<file path="src/sv/temh_pkg.sv">
// ----------------------------------------------------------------------------
// temh_pkg
// Shared types and codes for the timer expiry queue.
// ----------------------------------------------------------------------------
`default_nettype none

package temh_pkg;

   localparam int ID_BITS        = 5;
   localparam int ID_COUNT       = 32;
   localparam int CAPACITY_DEF   = 32;
   localparam int TIME_BITS_DEF  = 48;

   localparam logic [1:0] CMD_ADD      = 2'd0;
   localparam logic [1:0] CMD_REMOVE   = 2'd1;
   localparam logic [1:0] CMD_DETECT   = 2'd2;
   localparam logic [1:0] CMD_RESERVED = 2'd3;

   localparam logic [1:0] STS_OK         = 2'd0;
   localparam logic [1:0] STS_FULL       = 2'd1;
   localparam logic [1:0] STS_DUPLICATE  = 2'd2;
   localparam logic [1:0] STS_NOT_QUEUED = 2'd3;

   typedef enum logic [1:0] {
      CELL_HOLD,
      CELL_INSERT,
      CELL_REMOVE,
      CELL_POP
   } cell_op_type;

   typedef struct packed {
      cell_op_type         op;
      logic [ID_BITS-1:0]  id;
   } cell_ctl_type;

   typedef struct packed {
      logic                valid;
      logic [ID_BITS-1:0]  id;
   } cell_link_type;

   typedef enum logic [1:0] {
      ST_IDLE = 2'b01,
      ST_EXEC = 2'b10
   } state_type;

endpackage

`default_nettype wire

</file>
<file path="src/sv/temh_cell.sv">
// ----------------------------------------------------------------------------
// temh_cell
// One slot of the sorted timer chain: holds a (time, id) entry and trades
// it with its neighbours on insert, remove and pop.
// ----------------------------------------------------------------------------
`default_nettype none

module temh_cell #(
   parameter int TIME_BITS = temh_pkg::TIME_BITS_DEF
) (
   input  wire                          clock,
   input  wire                          reset,
   input  temh_pkg::cell_ctl_type       ctl,
   input  wire [TIME_BITS-1:0]          new_time,
   input  temh_pkg::cell_link_type      prev_link,
   input  wire [TIME_BITS-1:0]          prev_time,
   input  wire                          prev_lt,
   input  wire                          seen_in,
   input  temh_pkg::cell_link_type      next_link,
   input  wire [TIME_BITS-1:0]          next_time,
   output temh_pkg::cell_link_type      link,
   output logic [TIME_BITS-1:0]         key_time,
   output logic                         lt,
   output logic                         seen_out
);

   logic                               valid_ff, valid_in;
   logic [temh_pkg::ID_BITS-1:0]       id_ff, id_in;
   logic [TIME_BITS-1:0]               time_ff, time_in;
   logic                               hit;

   assign hit      = valid_ff && (id_ff == ctl.id);
   assign seen_out = seen_in || hit;
   assign lt       = !valid_ff || ({new_time, ctl.id} < {time_ff, id_ff});
   assign link     = '{valid: valid_ff, id: id_ff};
   assign key_time = time_ff;

   always_comb begin
      valid_in = valid_ff;
      id_in    = id_ff;
      time_in  = time_ff;
      case (ctl.op)
         temh_pkg::CELL_INSERT: begin
            if (prev_lt) begin
               valid_in = prev_link.valid;
               id_in    = prev_link.id;
               time_in  = prev_time;
            end else if (lt) begin
               valid_in = 1'b1;
               id_in    = ctl.id;
               time_in  = new_time;
            end
         end
         temh_pkg::CELL_REMOVE: begin
            if (seen_out) begin
               valid_in = next_link.valid;
               id_in    = next_link.id;
               time_in  = next_time;
            end
         end
         temh_pkg::CELL_POP: begin
            valid_in = next_link.valid;
            id_in    = next_link.id;
            time_in  = next_time;
         end
         default: begin
         end
      endcase
   end

   always_ff @(posedge clock) begin
      if (reset) begin
         valid_ff <= 1'b0;
      end else begin
         valid_ff <= valid_in;
      end
      id_ff   <= id_in;
      time_ff <= time_in;
   end

endmodule

`default_nettype wire

</file>
<file path="config.mk">
export PLATFORM = sky130hd
export DESIGN_NAME = temh_cell
export DESIGN_NICKNAME = d
export VERILOG_FILES = /design/src/sv/temh_pkg.sv /design/src/sv/temh_cell.sv
export SDC_FILE = /design/constraint.sdc
export NUM_CORES = 1
export LEC_CHECK = 0
export ABC_AREA = 1
export BUFFER_PORTS_ARGS = -buffer_cell sky130_fd_sc_hd__clkbuf_2
export CORE_MARGIN = 4
export CORE_UTILIZATION = 46
export DETAILED_ROUTE_END_ITERATION = 7
export HOLD_SLACK_MARGIN = 0.1
export PLACE_DENSITY = 0.81
export RECOVER_POWER = 50
export SETUP_SLACK_MARGIN = 0.3
export SLEW_MARGIN = 15
export SYNTH_ARGS = -nofsm -noshare
export SYNTH_HDL_FRONTEND = slang
export SYNTH_SLANG_ARGS = --single-unit
</file>
<file path="constraint.sdc">
create_clock -name clock -period 3.7 [get_ports clock]
set_clock_uncertainty 0.15 [all_clocks]
set_input_delay 0.74 -clock clock [delete_from_list [all_inputs] [get_ports clock]]
set_output_delay 0.74 -clock clock [all_outputs]
set_load 0.1 [all_outputs]
</file>
==> results of run 1 <==
==> metal layers <==
metal  up-vias  global-route usage [%]  wire length, um
met5         -                       0                0
met4         0                    8.45              326
met3        25                    5.28              861
met2       186                    41.9             6570
met1      2039                    27.0             5290
li1       2254                       -                -
==> worst max-delay path, stage by stage <==
cell	delay, ns
clkbuf_2	0.09
ha_1	0.32
a21oi_1	0.16
o21ai_0	0.11
a21oi_1	0.21
nand2_1	0.09
nor2_2	0.12
nand2_2	0.07
nand2_2	0.05
buf_4	0.28
==> report_power, final <==
group | leakage, nW | internal, mW | switching [mW]
Clock | 0.0482 | 0.152 | 0.196
Sequential | 0.531 | 0.747 | 0.0327
Combinational | 2.31 | 0.221 | 0.716
Total | 2.89 | 1.12 | 0.945
==> sequential cells by signal, summed over array words and instances (netlist names) <==
name,count
key_time,48
id_ff,5
valid_ff,1
==> per-stage QoR <==
| step | utilization (%) | power, mW | setup WS [ns] | hold WS [ns] | std cells |
|---|---|---|---|---|---|
| finish | 62.1 | 2.06 | 0.548 | 0.539 | 877 |
| CTS | 62.9 | 2.10 | 0.518 | 0.523 | 877 |
| global placement | 61.8 | 1.72 | 0.570 | 0.528 | 869 |
| detailed placement | 61.8 | 1.75 | 0.527 | 0.533 | 869 |
| global route | 62.1 | 2.18 | 0.393 | 0.546 | 877 |
| floorplan | - | 1.51 | 0.208 | 0.449 | 556 |
==> layout by cell type, fill, tap and decap left out, drive strengths merged, types with 5 or more instances in the layout <==
master and count:
a21oi 122, nand2 127, buf 7, edfxtp 53, nor2 78, inv 75, a21o 5, nand3 10
clkbuf 228, ha 53
==> layout make-up <==
class | count | area, um^2 | share of cell area, %
clock buffers | 7 | 86.3 | 1.57
clock inverters | 1 | 5.00 | 0.0911
well taps | 108 | 135 | 2.46
repair buffers | 228 | 1090 | 19.8
multi-input cells | 402 | 2270 | 41.4
inverters | 77 | 294 | 5.35
flip-flops and latches | 54 | 1610 | 29.3
==> logic make-up after synthesis <==
family                     Yosys count
DFF                                 54
AOI/OAI and AO/OA                  131
buffers and inverters              100
and+or+nand+nor                    218
adders and majority gates           53
==> worst max-delay path by stage <==
| stage | cells past startpoint | endpoint | from |
|---|---|---|---|
| 5_1_grt | 12 | lt | new_time[15] |
| 3_3_place_gp | 10 | lt | new_time[43] |
| 4_1_cts | 12 | lt | new_time[15] |
| 6_report | 10 | lt | new_time[43] |
| 3_5_place_dp | 12 | lt | new_time[15] |
| 2_1_floorplan | 9 | id_ff[0] | id_ff[4] |
==> impl_metrics.toml, run 1 <==
[global_route]
grt.total_usage_pct = 23.3
grt_pass1_vias = 4492
grt_overflow_total = 0
grt_max_degree = 54
grt_pass1_wl_mm = 20.9
antenna_found_initial = 0

[drt]
drc = 0
viasPerCell = 5.14
wl_per_cell_um = 14.9
via_count = 4504
first_iter_violations = 151
dr.pass1.iters = 4
drt-total-wl_mm = 13.1
ant_nets = 0

[yosys]
synthCells = 556
yosysWarningCount = 0
synth-xor-area-share_pct = 0
async_flop_share_pct = 0
synth-compound-area-share_pct = 15.8
muxShareOfSynthArea_pct = 0
syn_area_per_cell_um2 = 7.66
synth_edf_count = 53
ys.flop_type = "edfxtp_1"
ys_seq_elements = 54
synth_top_area_cell = "edfxtp_1"
synthSimpleGateAreaFrac_pct = 21.5
synthAdderAreaFrac_pct = 15.6
synth_nets = 776
syn_area_um2 = 4260
synth_common_cells = "122 x a21oi_1, 122 x nand2_1, 73 x inv_1, 73 x nor2_1"
synth_top_area_share_pct = 37.3
ys_types = 25
synth-seq-area-share_pct = 37.8
ys_top_cells_by_area = "edfxtp_1 37%, ha_1 16%, a21oi_1 14%"
synth_top_family_by_area = "simple AND/OR/NAND/NOR gates"

[placed_design]
placed_area_um2 = 5470
routabilityCongestion = 0.900
hpwl_mm = 10.5
portBuffers = 222

[min_path]
min_to = "valid_ff"
hold_start = "reset"
holdPathStages = 4
hold_class = "in -> reg"

[sta]
fin_crit_ns = 3.15
fmaxAchievable_mhz = 317
fin_setup_tns_ns = 0
tightest_slew_ns = 1.66
finalHoldViolations = 0
slew_headroom_pct = -10.6
maxSlewViolCount = 54
fin_crit_sh_pct = 85.2
rsz0062_at_grt = "false"
setup_viol = 0

[clock_tree]
cts_setup_buffers = 0
clock_sinks = 54
cts_max_level = 2
cts_hold_buf = 0
cts_buffers = 5
clockRootBuffer = "clkbuf_8"
cts_tree = "built"
clk_pin_slew_ns = 0.10
cts-resized-gates = 0
clock_latency_ns = 0.30
clockBufferDepth = 2

[run_status]
outcome = "finished, violations left"
violations = "capacitance limit, slew limit"

[worst_setup_path]
end_kind = "output port"
rrSetupSlack_ns = 1.14
reg2reg_depth = 12
r2r_end = "key_time[36]"
cp-start-kind = "input pin"
cp_max_fo = 2
r2r_start = "key_time[43]"
criticalPathCategory = "in -> out"
worstPathArrival_ns = 2.26
critPathRequiredTime_ns = 2.81

[power_and_ir_drop]
ir_worst_vdd_uv = 178
power.density_nw_per_um2 = 376
p_leak_nw = 2.89

[finish]
syn_to_final_growth_pct = 28.9
stdcell_area_um2 = 5500
fillers = 813
drive_gt1_share_pct = 26.7
diodes = 0
nNetsFinal = 988

[die]
rows = 34
ios = 223
die_area_um2 = 10900
initial_utilization_pct = 48.2
fp.dieH_um = 104
die_w_um = 104
core_um2 = 8850

[job]
cap_violations = 1
Note: power is estimated with default switching activity, not from simulation.
==> inputs of run 2 (changes only) <==
==> constraint.sdc (replaced) <==
create_clock -name clock -period 3.7 [get_ports clock]
set_clock_uncertainty 0.15 [all_clocks]
set_input_delay 0.37 -clock clock [delete_from_list [all_inputs] [get_ports clock]]
set_output_delay 0.37 -clock clock [all_outputs]
set_load 0.1 [all_outputs]
==> run 2 against run 1 <==
The run still ends with capacitance limit, slew limit left. Highest routed layer unchanged. Global-route usage grew 0.25 points. Non-clock buffer count shrank 3. Critical path depth is the same. Final cell count shrank 0.34%. Combinational power is essentially flat. Total power shrank 0.93%. Largest power group unchanged. Sequential share of layout area grew 0.11 points. Setup slack gained 0.32 ns. Worst hold slack lost 0.36 ns. Design area shrank 0.36%. First-iteration DRC count grew 21%.
==> impl_metrics.toml, run 2 (synthesized netlist as in run 1, its figures left out) <==
[worst_setup_path]
slowest_delay_ns = 0.46
crit_chain = "inv_1 > ha_1 > a21oi_1 > o21ai_0 > a21oi_1 > nand2_1 > nor2_2 > nand2_2 > nand2_1 > clkbuf_2"
criticalPathCategory = "reg -> out"
worstPathArrival_ns = 2.31
critPathRequiredTime_ns = 3.18
cp-start-kind = "flop"
cp-startpoint = "key_time[45]"
rrSetupSlack_ns = 0.94
endpoint = "lt"
r2r_start = "key_time[15]"
cp_slowest_cell = "clkbuf_2"
cp_max_fo = 2
end_kind = "output port"
reg2reg_depth = 14
r2r_end = "id_ff[0]"

[power_and_ir_drop]
seq_power_share_pct = 38.2
intPower_mw = 1.10
power.density_nw_per_um2 = 373
switching_share_pct = 46.3
p_sw_mw = 0.947
ir_worst_vdd_uv = 180
combPwrFrac_pct = 46.0
clkPwrFrac_pct = 15.9
p_total_mw = 2.04
p_leak_nw = 2.88

[sta]
finalHoldViolations = 0
hold_ws_ns = 0.177
fin_setup_tns_ns = 0
slew_headroom_pct = -13.8
fmaxAchievable_mhz = 353
tightest_slew_ns = 1.71
fin_crit_sh_pct = 76.6
rsz0062_at_grt = "false"
fin_crit_ns = 2.83
worst_slack_ns = 0.867
setup_viol = 0
maxSlewViolCount = 56

[drt]
drt-total-wl_mm = 13.2
viasPerCell = 5.10
first_iter_violations = 183
drc = 0
wl_per_cell_um = 15.1
via_count = 4460
ant_nets = 0
dr.pass1.iters = 6

[placed_design]
portBuffers = 222
placed_area_um2 = 5460
dpl.cell_count = 866
dp_slack_ns = 0.847
hpwl_mm = 10.7
routabilityCongestion = 0.856

[clock_tree]
cts_setup_buffers = 0
cts_tree = "built"
clockRootBuffer = "clkbuf_8"
clock_latency_ns = 0.30
cts-resized-gates = 0
cts_buffers = 5
cts_hold_buf = 0
clk_pin_slew_ns = 0.10
clockBufferDepth = 2
clock_sinks = 54
cts_max_level = 2

[global_route]
grt.total_usage_pct = 23.5
grt_overflow_total = 0
grt_pass1_wl_mm = 20.9
antenna_found_initial = 0
grt_max_degree = 56
grt_pass1_vias = 4490

[finish]
largest_reg_flops = 48
stdcell_area_um2 = 5480
nNetsFinal = 985
final_common_cell = "clkbuf_2"
syn_to_final_growth_pct = 28.5
fin_util_pct = 61.9
layout_common_cells = "168 x clkbuf_2, 122 x a21oi_1, 121 x nand2_1"
drive_gt1_share_pct = 26.4
final_cell_count_no_fill = 874
diodes = 0

[run_status]
outcome = "finished, violations left"
violations = "capacitance limit, slew limit"

[die]
ios = 223
core_um2 = 8850
initial_utilization_pct = 48.2
die_area_um2 = 10900
fp.dieH_um = 104
rows = 34
die_w_um = 104

[job]
cap_violations = 1

[min_path]
hold_class = "in -> reg"
## run 2: cell count changes in the layout (fill, tap and decap cells not counted)
cell	delta
nand2_1	+1
clkbuf_8	-1
clkbuf_2	+2
clkinvlp_4	+1
nand2_2	-1
clkinv_1	+1
clkbuf_1	-2
buf_12	+1
buf_4	-5
## run 2: metal layers
metal | share of wire (%) | up-vias | track usage [%]
li1 | - | 2250 | -
met2 | 52 | 173 | 45.4
met4 | 1.5 | 0 | 6.08
met3 | 6.5 | 15 | 4.28
met1 | 40 | 2022 | 26.4
met5 | 0 | - | 0
## run 2: layout make-up
| cell class | instances | area (um^2) |
|---|---|---|
| Multi-Input combinational cell | 402 | 2270 |
| Sequential cell | 54 | 1610 |
| Tap cell | 108 | 135 |
| Clock inverter | 3 | 16.3 |
| Timing Repair Buffer | 225 | 1080 |
| Fill cell | 829 | 3370 |
| Clock buffer | 5 | 68.8 |
| Inverter | 77 | 294 |
## run 2: worst max-delay path, delay by kind of cell (launching register included)
kind | cells | cell delay [ns]
AO/OA/AOI/OAI | 3 | 0.47
flip-flops | 1 | 0.42
adder cells (fa/ha/maj) | 1 | 0.25
buffers and inverters | 2 | 0.54
AND/OR/NAND/NOR | 4 | 0.33
## run 2: how the worst min path moves through the flow
stage               start        to  slack (ns)  depth (start not counted)
floorplan           reset  valid_ff        0.36                          3
global placement    reset  valid_ff        0.49                          4
detailed placement  reset  valid_ff        0.50                          4
CTS                 reset  valid_ff        0.17                          4
global route        reset  valid_ff        0.18                          4
finish              reset  valid_ff        0.18                          4
## run 2: power by group through the flow
| stage | Clock, mW | Sequential, mW | Combinational [mW] |
|---|---|---|---|
| global placement | 0 | 0.794 | 0.926 |
| finish | 0.324 | 0.781 | 0.940 |
| CTS | 0.333 | 0.781 | 0.958 |
| floorplan | 0 | 1.20 | 0.309 |
| detailed placement | 0 | 0.796 | 0.954 |
| global route | 0.355 | 0.788 | 1.01 |
