### src/sv/temh_pkg.sv
// ----------------------------------------------------------------------------
// temh_pkg
// Shared types and codes for the timer expiry queue.
// ----------------------------------------------------------------------------
`default_nettype none

package temh_pkg;

   localparam int ID_BITS        = 5;
   localparam int ID_COUNT       = 32;
   localparam int CAPACITY_DEF   = 32;
   localparam int TIME_BITS_DEF  = 48;

   localparam logic [1:0] CMD_ADD      = 2'd0;
   localparam logic [1:0] CMD_REMOVE   = 2'd1;
   localparam logic [1:0] CMD_DETECT   = 2'd2;
   localparam logic [1:0] CMD_RESERVED = 2'd3;

   localparam logic [1:0] STS_OK         = 2'd0;
   localparam logic [1:0] STS_FULL       = 2'd1;
   localparam logic [1:0] STS_DUPLICATE  = 2'd2;
   localparam logic [1:0] STS_NOT_QUEUED = 2'd3;

   typedef enum logic [1:0] {
      CELL_HOLD,
      CELL_INSERT,
      CELL_REMOVE,
      CELL_POP
   } cell_op_type;

   typedef struct packed {
      cell_op_type         op;
      logic [ID_BITS-1:0]  id;
   } cell_ctl_type;

   typedef struct packed {
      logic                valid;
      logic [ID_BITS-1:0]  id;
   } cell_link_type;

   typedef enum logic [1:0] {
      ST_IDLE = 2'b01,
      ST_EXEC = 2'b10
   } state_type;

endpackage

`default_nettype wire

### src/sv/temh_ctrl.sv
// ----------------------------------------------------------------------------
// temh_ctrl
// Command sequencer: captures a request beat, drives the cell chain and
// holds the result beat until it is taken.
// ----------------------------------------------------------------------------
`default_nettype none

module temh_ctrl #(
   parameter int CELLS     = temh_pkg::CAPACITY_DEF,
   parameter int TIME_BITS = temh_pkg::TIME_BITS_DEF
) (
   input  wire                              clock,
   input  wire                              reset,
   input  wire                              req_valid,
   output logic                             req_stall,
   input  wire [1:0]                        req_command,
   input  wire [temh_pkg::ID_BITS-1:0]      req_timer_id,
   input  wire [TIME_BITS-1:0]              req_expiry_time,
   input  wire [TIME_BITS-1:0]              req_current_time,
   output logic                             rsp_valid,
   input  wire                              rsp_stall,
   output logic [temh_pkg::ID_BITS-1:0]     rsp_expired_id,
   output logic                             rsp_fired,
   output logic [1:0]                       rsp_status,
   output logic                             rsp_last,
   output temh_pkg::cell_ctl_type           ctl,
   output logic [TIME_BITS-1:0]             new_time,
   input  temh_pkg::cell_link_type          head_link,
   input  wire [TIME_BITS-1:0]              head_time,
   input  temh_pkg::cell_link_type          second_link,
   input  wire [TIME_BITS-1:0]              second_time,
   input  wire                              hit_any
);

   localparam int CW = $clog2(CELLS + 1);

   temh_pkg::state_type                state_ff, state_in;
   logic [CW-1:0]                      count_ff, count_in;
   logic [1:0]                         cmd_ff;
   logic [temh_pkg::ID_BITS-1:0]       id_ff;
   logic [TIME_BITS-1:0]               expiry_ff, now_ff;
   logic                               rsp_valid_ff, rsp_valid_in;
   logic [temh_pkg::ID_BITS-1:0]       rsp_id_ff, rsp_id_in;
   logic                               rsp_fired_ff, rsp_fired_in;
   logic [1:0]                         rsp_status_ff, rsp_status_in;
   logic                               rsp_last_ff, rsp_last_in;
   logic                               accept, out_free, head_due, second_due;
   temh_pkg::cell_op_type              op;

   assign req_stall  = (state_ff != temh_pkg::ST_IDLE);
   assign accept     = req_valid && !req_stall;
   assign out_free   = !rsp_valid_ff || !rsp_stall;
   assign head_due   = head_link.valid && (head_time <= now_ff);
   assign second_due = second_link.valid && (second_time <= now_ff);

   assign ctl      = '{op: op, id: id_ff};
   assign new_time = expiry_ff;

   assign rsp_valid      = rsp_valid_ff;
   assign rsp_expired_id = rsp_id_ff;
   assign rsp_fired      = rsp_fired_ff;
   assign rsp_status     = rsp_status_ff;
   assign rsp_last       = rsp_last_ff;

   always_comb begin
      state_in      = state_ff;
      count_in      = count_ff;
      op            = temh_pkg::CELL_HOLD;
      rsp_valid_in  = rsp_valid_ff && rsp_stall;
      rsp_id_in     = rsp_id_ff;
      rsp_fired_in  = rsp_fired_ff;
      rsp_status_in = rsp_status_ff;
      rsp_last_in   = rsp_last_ff;
      case (state_ff)
         temh_pkg::ST_IDLE: begin
            if (accept) begin
               state_in = temh_pkg::ST_EXEC;
            end
         end
         temh_pkg::ST_EXEC: begin
            if (out_free) begin
               rsp_valid_in  = 1'b1;
               rsp_id_in     = '0;
               rsp_fired_in  = 1'b0;
               rsp_status_in = temh_pkg::STS_OK;
               rsp_last_in   = 1'b1;
               state_in      = temh_pkg::ST_IDLE;
               case (cmd_ff)
                  temh_pkg::CMD_ADD: begin
                     if (hit_any) begin
                        rsp_status_in = temh_pkg::STS_DUPLICATE;
                     end else if (count_ff == CW'(CELLS)) begin
                        rsp_status_in = temh_pkg::STS_FULL;
                     end else begin
                        op       = temh_pkg::CELL_INSERT;
                        count_in = count_ff + 1'b1;
                     end
                  end
                  temh_pkg::CMD_REMOVE: begin
                     if (!hit_any) begin
                        rsp_status_in = temh_pkg::STS_NOT_QUEUED;
                     end else begin
                        op       = temh_pkg::CELL_REMOVE;
                        count_in = count_ff - 1'b1;
                     end
                  end
                  temh_pkg::CMD_DETECT: begin
                     if (head_due) begin
                        op           = temh_pkg::CELL_POP;
                        count_in     = count_ff - 1'b1;
                        rsp_id_in    = head_link.id;
                        rsp_fired_in = 1'b1;
                        rsp_last_in  = !second_due;
                        if (second_due) begin
                           state_in = temh_pkg::ST_EXEC;
                        end
                     end
                  end
                  default: begin
                  end
               endcase
            end
         end
         default: begin
            state_in = temh_pkg::ST_IDLE;
         end
      endcase
   end

   always_ff @(posedge clock) begin
      if (reset) begin
         state_ff     <= temh_pkg::ST_IDLE;
         count_ff     <= '0;
         rsp_valid_ff <= 1'b0;
      end else begin
         state_ff     <= state_in;
         count_ff     <= count_in;
         rsp_valid_ff <= rsp_valid_in;
      end
      if (accept) begin
         cmd_ff    <= req_command;
         id_ff     <= req_timer_id;
         expiry_ff <= req_expiry_time;
         now_ff    <= req_current_time;
      end
      rsp_id_ff     <= rsp_id_in;
      rsp_fired_ff  <= rsp_fired_in;
      rsp_status_ff <= rsp_status_in;
      rsp_last_ff   <= rsp_last_in;
   end

endmodule

`default_nettype wire

### config.mk
export PLATFORM = sky130hd
export DESIGN_NAME = temh_ctrl
export DESIGN_NICKNAME = d
export VERILOG_FILES = /design/src/sv/temh_pkg.sv /design/src/sv/temh_ctrl.sv
export SDC_FILE = /design/constraint.sdc
export NUM_CORES = 1
export LEC_CHECK = 0
export BUFFER_PORTS_ARGS = -buffer_cell sky130_fd_sc_hd__buf_2
export CELL_PAD_IN_SITES_DETAIL_PLACEMENT = 1
export CELL_PAD_IN_SITES_GLOBAL_PLACEMENT = 2
export CORE_ASPECT_RATIO = 0.5
export CORE_UTILIZATION = 30
export DETAILED_ROUTE_END_ITERATION = 6
export GPL_TIMING_DRIVEN = 0
export PLACE_DENSITY = 0.93
export SETUP_SLACK_MARGIN = 0.4
export SYNTH_ARGS = -nofsm -noshare
export SYNTH_HDL_FRONTEND = slang
export SYNTH_SLANG_ARGS = --single-unit
### constraint.sdc
create_clock -name clock -period 3.9 [get_ports clock]
set_clock_uncertainty 0.15 [all_clocks]
set_input_delay 0 -clock clock [delete_from_list [all_inputs] [get_ports clock]]
set_output_delay 0 -clock clock [all_outputs]
set_load 0.05 [all_outputs]
==> results of run 1 <==
[flip-flops by register name, indices dropped and copies added (netlist names), 2 cells and up]
register,flops
cmd_ff,2
count_ff,6
id_ff,5
new_time,48
now_ff,48
rsp_expired_id,5
rsp_status,2
state_ff,2
[layer usage]
metal | routed length, um | vias to the layer above | global-route usage (%)
met5 | 0 | - | 0
met2 | 12200 | 146 | 39.1
li1 | - | 2717 | -
met4 | 895 | 0 | 11.4
met3 | 663 | 52 | 4.65
met1 | 8230 | 2748 | 21.0
[synthesized netlist by cell type, types with 2 or more instances]
master,number,share of area [%]
and2_1,7,0.68
a2bb2oi_1,2,0.27
nand2_1,19,1.1
inv_1,58,3.4
o21bai_1,2,0.23
nand2b_1,2,0.20
a21oi_2,2,0.27
nor2_1,22,1.3
a21oi_1,43,3.4
a21o_1,9,1.1
xnor2_1,5,0.68
dfxtp_1,9,2.8
edfxtp_1,112,52
nor3_1,5,0.39
nand3_1,13,1.0
nand4_1,22,2.1
o21ai_0,11,0.86
o211ai_1,4,0.47
or4_1,2,0.23
nor2b_1,6,0.59
a21boi_0,2,0.23
a211oi_1,5,0.59
nor4_1,2,0.20
ha_1,106,21
[cells in the final DEF, fill, tap and decap left out, types with 2 or more instances in the layout]
cell	instances
buf_2	275
dlygate4sd3_1	115
edfxtp_1	112
ha_1	106
inv_1	58
a21oi_1	42
nand4_1	22
nor2_1	22
nand2_1	19
clkbuf_16	17
nand3_1	12
o21ai_0	11
diode_2	9
a21o_1	9
dfxtp_1	9
and2_1	6
nor2b_1	6
nor3_1	5
a211oi_1	5
xnor2_1	5
o211ai_1	4
a21oi_2	3
bufinv_16	3
inv_6	3
clkinv_4	3
or4_1	2
nand2b_1	2
a21boi_0	2
a2bb2oi_1	2
nor4_1	2
o21bai_1	2
clkinv_2	2
clkinvlp_4	2
clkinv_1	2
[worst max-delay path: stages, from the launching register on]
cell	delay, ps
edfxtp_1	360
inv_1	100
ha_1	280
nand4_2	200
nor3_1	90
a221oi_1	400
and4_1	330
nand4_1	220
nand2_4	190
mux2i_1	200
nor2_1	60
dlygate4sd3_1	580
[layout make-up]
class                      count  area [um2]
fill                        2310       10800
clock inverter                15         175
sequential                   121        3540
tap                          273         342
buffer                         1        3.75
timing repair buffer         392        2560
inverter                      58         218
antenna                        9        22.5
multi-input combinational    318        2670
clock buffer                  17         425
[power groups by stage]
| stage | Clock [mW] | Combinational, mW | Sequential (mW) |
|---|---|---|---|
| finish | 1.64 | 1.97 | 1.90 |
| global route | 1.73 | 2.16 | 1.93 |
| CTS | 1.68 | 1.97 | 1.90 |
| detailed placement | 0 | 1.86 | 1.92 |
| global placement | 0 | 1.73 | 1.93 |
| floorplan | 0 | 0.804 | 2.41 |
[repair_timing]
| item | CTS | global route |
|---|---|---|
| endpoints found under the setup margin | 0 | 3 |
| setup buffers | 0 | 1 |
| endpoints found under the hold margin | 121 | 0 |
| gates resized for setup | 0 | 5 |
| hold buffers | 115 | 0 |
[through the flow]
stage	hold WS (ps)	power [mW]	setup WS [ps]	utilization (%)	std cells
final	132	5.51	601	48.0	1204
after global routing	116	5.81	396	48.0	1203
after CTS	111	5.54	417	47.8	1194
after detailed placement	28.4	3.78	802	39.3	1047
after global placement	26.5	3.67	860	39.2	1046
after floorplan	-51.1	3.21	815	-	498
[cell families (layout without fill, tap and decap cells)]
family,count (synthesis),count (layout),share of synthesized area (%)
adder cells (fa/ha/maj),107,107,21.0
flip-flops,121,121,55.3
AND/OR/NAND/NOR,113,113,10.2
buffers and inverters,59,483,3.46
AO/OA/AOI/OAI,92,92,9.16
XOR/XNOR,5,5,0.683
other,0,9,0
multiplexers,1,1,0.156
[worst max path at each step]
stage / to / startpoint
floorplan: ctl[5] / now_ff[46]
global placement: rsp_last / now_ff[46]
detailed placement: rsp_last / now_ff[46]
CTS: ctl[5] / now_ff[46]
global route: count_ff[1] / now_ff[41]
finish: count_ff[1] / now_ff[46]
==> out/metrics.yaml, run 1 <==
routedWlPerCell_um: 18.3
vias: 5663
path_clk_slew_ps: 60
synth-seq-area-share_pct: 55.3
overflow: 0
placed_area_um2: 8160
io_buffers: 275
drive_gt1_share_pct: 35.1
p_leak_nw: 4.60
hpwlAfterDp_um: 15600
grt_pass1_vias: 6452
rows: 37
fin_setup_tns_ps: 0
die_h_um: 105
cts_max_level: 4
fin_nets: 1232
maxCapViolCount: 0
die_w_um: 209
syn_area_um2: 6410
power.density_nw_per_um2: 553
crit_type: "register to register"
power.share.sequential_pct: 34.5
place_congestion: 0.789
worstHoldEndpoint: "new_time[2]"
netlist_instances: 498
cts_buffer_depth: 2
numCtsBuffers: 17
totalWireLength_um: 22000
synth_fp_nets: 821
worstHoldPathType: "input port to register"
worstPathArrival_ps: 3450
die_area_um2: 22000
hold-path-cell-count: 2
drtAntennaViolNets: 0
hold_viol_final: 0
cts_tree: "built"
reg2reg_slack_ps: 600
max_slew.worst_pin.slew_ps: 836
syn_to_final_growth_pct: 55.4
drt_pre_antenna_iters: 4
irDropWorstVdd_mv: 0.339
dr.first_iter.drc_count: 201
hp-start: "req_expiry_time[2]"
grt_max_degree: 58
setup_viol: 0
reg2reg_to: "count_ff[1]"
combPwrFrac_pct: 35.7
synth_edf_count: 112
synth-main-ff-cell: "edfxtp_1"
r2r-start: "now_ff[46]"
fin_area_um2: 9960
grt_use_total_pct: 20.6
min_period_ps: 3300
via_per_inst: 4.70
root_buffer: "clkbuf_16"
internal_power_mw: 3.45
start_util_pct: 30.9
status: "finished clean"
clkLatencyLatePin_ps: 430
setup.worst_path.end_class: "register"
ioPinCount: 282
antenna_found_initial: 8
max_slew_margin_pct: 44.3
synthArstFlopShare_pct: 0
core_um2: 20700
cts.sinks: 121
final_max_slew_viol_count: 0
cp-start-kind: "register"
drc: 0
clkPwrFrac_pct: 29.8
worstPathRequired_ps: 4050
cp_max_fo: 8
r2r_cells: 11
grt_pass1_wl_um: 34000
switching_power_mw: 2.06
fin_crit_sh_pct: 84.6
fmax_ghz: 0.303
switching_share_pct: 37.3
rsz0062_at_grt: "false"
synth_cell_types: 52
avgSynthCellArea_um2: 12.9
synth_seq_cells: 121
synth_warnings: 0
(Power assumes the default switching activity.)
==> inputs of run 2 (changes only) <==
Settings changed: CORE_UTILIZATION 30 to 27, PLACE_DENSITY 0.93 to 0.89.
Clock period 3.9 ns to 3 ns, I/O delays scaled along.
==> run 2 against run 1 <==
Against the previous run: the run now ends with design-rule violations left; worst setup slack lost 600 ps; routed wire length increased by 3.1%; sequential share of layout area shrank 1.2 points; cell area up 3.6%; global-route usage decreased by 1.6 points; critical endpoint is now ctl[6]; largest cell class unchanged; highest routed layer unchanged.
==> out/metrics.yaml, run 2 (synthesized netlist as in run 1, its figures left out) <==
io_buffers: 275
grt_pass1_vias: 6441
status: "finished, violations left"
numCtsBuffers: 17
final_max_slew_viol_count: 0
totalWireLength_um: 22700
grt_use_total_pct: 19.0
violations: "design-rule violations"
internal_power_mw: 4.47
critPathMaxStageDelay_ps: 530
setup_viol: 0
drt_pre_antenna_iters: 6
power.share.sequential_pct: 34.2
cts_buffer_depth: 2
hpwlAfterDp_um: 15900
switching_power_mw: 2.75
cts_tree: "built"
hold_viol_final: 0
power.density_nw_per_um2: 700
p_leak_nw: 4.66
antenna_found_initial: 6
worstHoldPathType: "input port to register"
routedWlPerCell_um: 18.2
start_util_pct: 27.8
crit_slowest_cell: "or4_4"
clkPwrFrac_pct: 28.7
irDropWorstVdd_mv: 0.512
max_slew_margin_pct: 62.1
final_common_cell: "buf_2"
power_mw: 7.22
path_cells: "inv_2 > ha_4 > nand4_1 > or4_4 > a21oi_4 > nor3_2 > a2bb2oi_2 > a21oi_2 > nor2_4 > a21oi_2 > nor3_4 > buf_6"
fin_nets: 1244
worstPathArrival_ps: 2850
worstPathRequired_ps: 2850
grt_max_degree: 69
multiInputGateArea_um2: 2900
syn_to_final_growth_pct: 61.1
maxCapViolCount: 0
clkLatencyLatePin_ps: 430
rows: 39
most-common-layout-cells: "buf_2 (273), dlygate4sd3_1 (114), edfxtp_1 (112), ha_1 (97), inv_1 (52)"
overflow: 0
cts_max_level: 4
setup.worst_path.end_class: "primary output"
place_congestion: 0.823
cp_max_fo: 4
fmax_ghz: 0.334
cp_top_family: "simple AND/OR/NAND/NOR gates"
hp-start: "req_expiry_time[47]"
crit_path_start: "now_ff[12]"
crit_type: "register to primary output"
dr.first_iter.drc_count: 215
postLayoutCoreUtil_pct: 44.8
drc: 8
drtAntennaViolNets: 0
setup_ws_ps: 4.50
cts.sinks: 121
die_w_um: 220
max_slew.worst_pin.slew_ps: 568
grt_pass1_wl_um: 34300
switching_share_pct: 38.1
die_h_um: 111
root_buffer: "clkbuf_16"
vias: 5684
path_clk_slew_ps: 70
pre_cts_slack_ps: -60.1
min_period_ps: 3000
cp-start-kind: "register"
drive_gt1_share_pct: 39.7
whs_ps: 128
fin_setup_tns_ps: 0
nFillCells: 2593
seqCellArea_um2: 3540
fin_crit_sh_pct: 99.9
rsz0062_at_grt: "true"
r2r-start: "now_ff[12]"
die_area_um2: 24400
crit_buf_inv: 2
ioPinCount: 282
combPwrFrac_pct: 37.1
core_um2: 23000
via_per_inst: 4.55
crit_path_frequent_cell: "a21oi_2"
-- run 2: metal layers --
layer	routed length, um	track usage [%]	up-vias
met5	0	0	-
met4	634	8.60	0
met3	766	4.64	43
met2	13000	37.6	115
met1	8250	18.3	2788
li1	-	-	2738
-- run 2: path summary, 6_finish.rpt --
check | endpoint | slack [ps] | cells after the start
max | ctl[6] | 4 | 12
min | new_time[47] | 130 | 2
max reg2reg | state_ff[1] | 60 | 12
min reg2reg | count_ff[3] | 350 | 2
-- run 2: what timing repair did --
| action | 4_1_cts | 5_1_grt |
|---|---|---|
| pin swaps | 12 | 8 |
| buffers inserted | 8 | 6 |
| resized for setup | 28 | 16 |
| hold endpoints to repair | 120 | 0 |
| setup endpoints to repair | 17 | 17 |
| hold buffers | 114 | 0 |
-- run 2: final cells by class --
class                      instances  area share, %
sequential                       121           34.3
multi-input combinational        318           28.1
timing repair buffer             404           25.8
clock buffer                      17           4.12
tap                              307           3.72
inverter                          58           2.11
clock inverter                    15           1.59
antenna                            7          0.170
buffer                             1         0.0364
-- run 2: metrics by stage --
step | std cells | instance area, um2
floorplan | 498 | 6430
finish | 1248 | 10300
global route | 1247 | 10300
detailed placement | 1081 | 8220
CTS | 1235 | 10200
global placement | 1080 | 8190
-- run 2: worst register-to-register path: cells and delay by family, from the launching register on --
family	cells	cell delay (ps)
AOI/OAI and AO/OA	4	830
adders and majority gates	1	250
buffers and inverters	2	220
DFF	1	380
and+or+nand+nor	5	990
-- run 2: power groups by stage --
| stage | clock network [mW] | registers (mW) | logic, mW |
|---|---|---|---|
| 2_1_floorplan | 0 | 3.13 | 1.06 |
| 3_3_place_gp | 0 | 2.52 | 2.28 |
| 3_5_place_dp | 0 | 2.50 | 2.42 |
| 4_1_cts | 2.12 | 2.47 | 2.61 |
| 5_1_grt | 2.20 | 2.51 | 2.91 |
| 6_report | 2.07 | 2.47 | 2.68 |
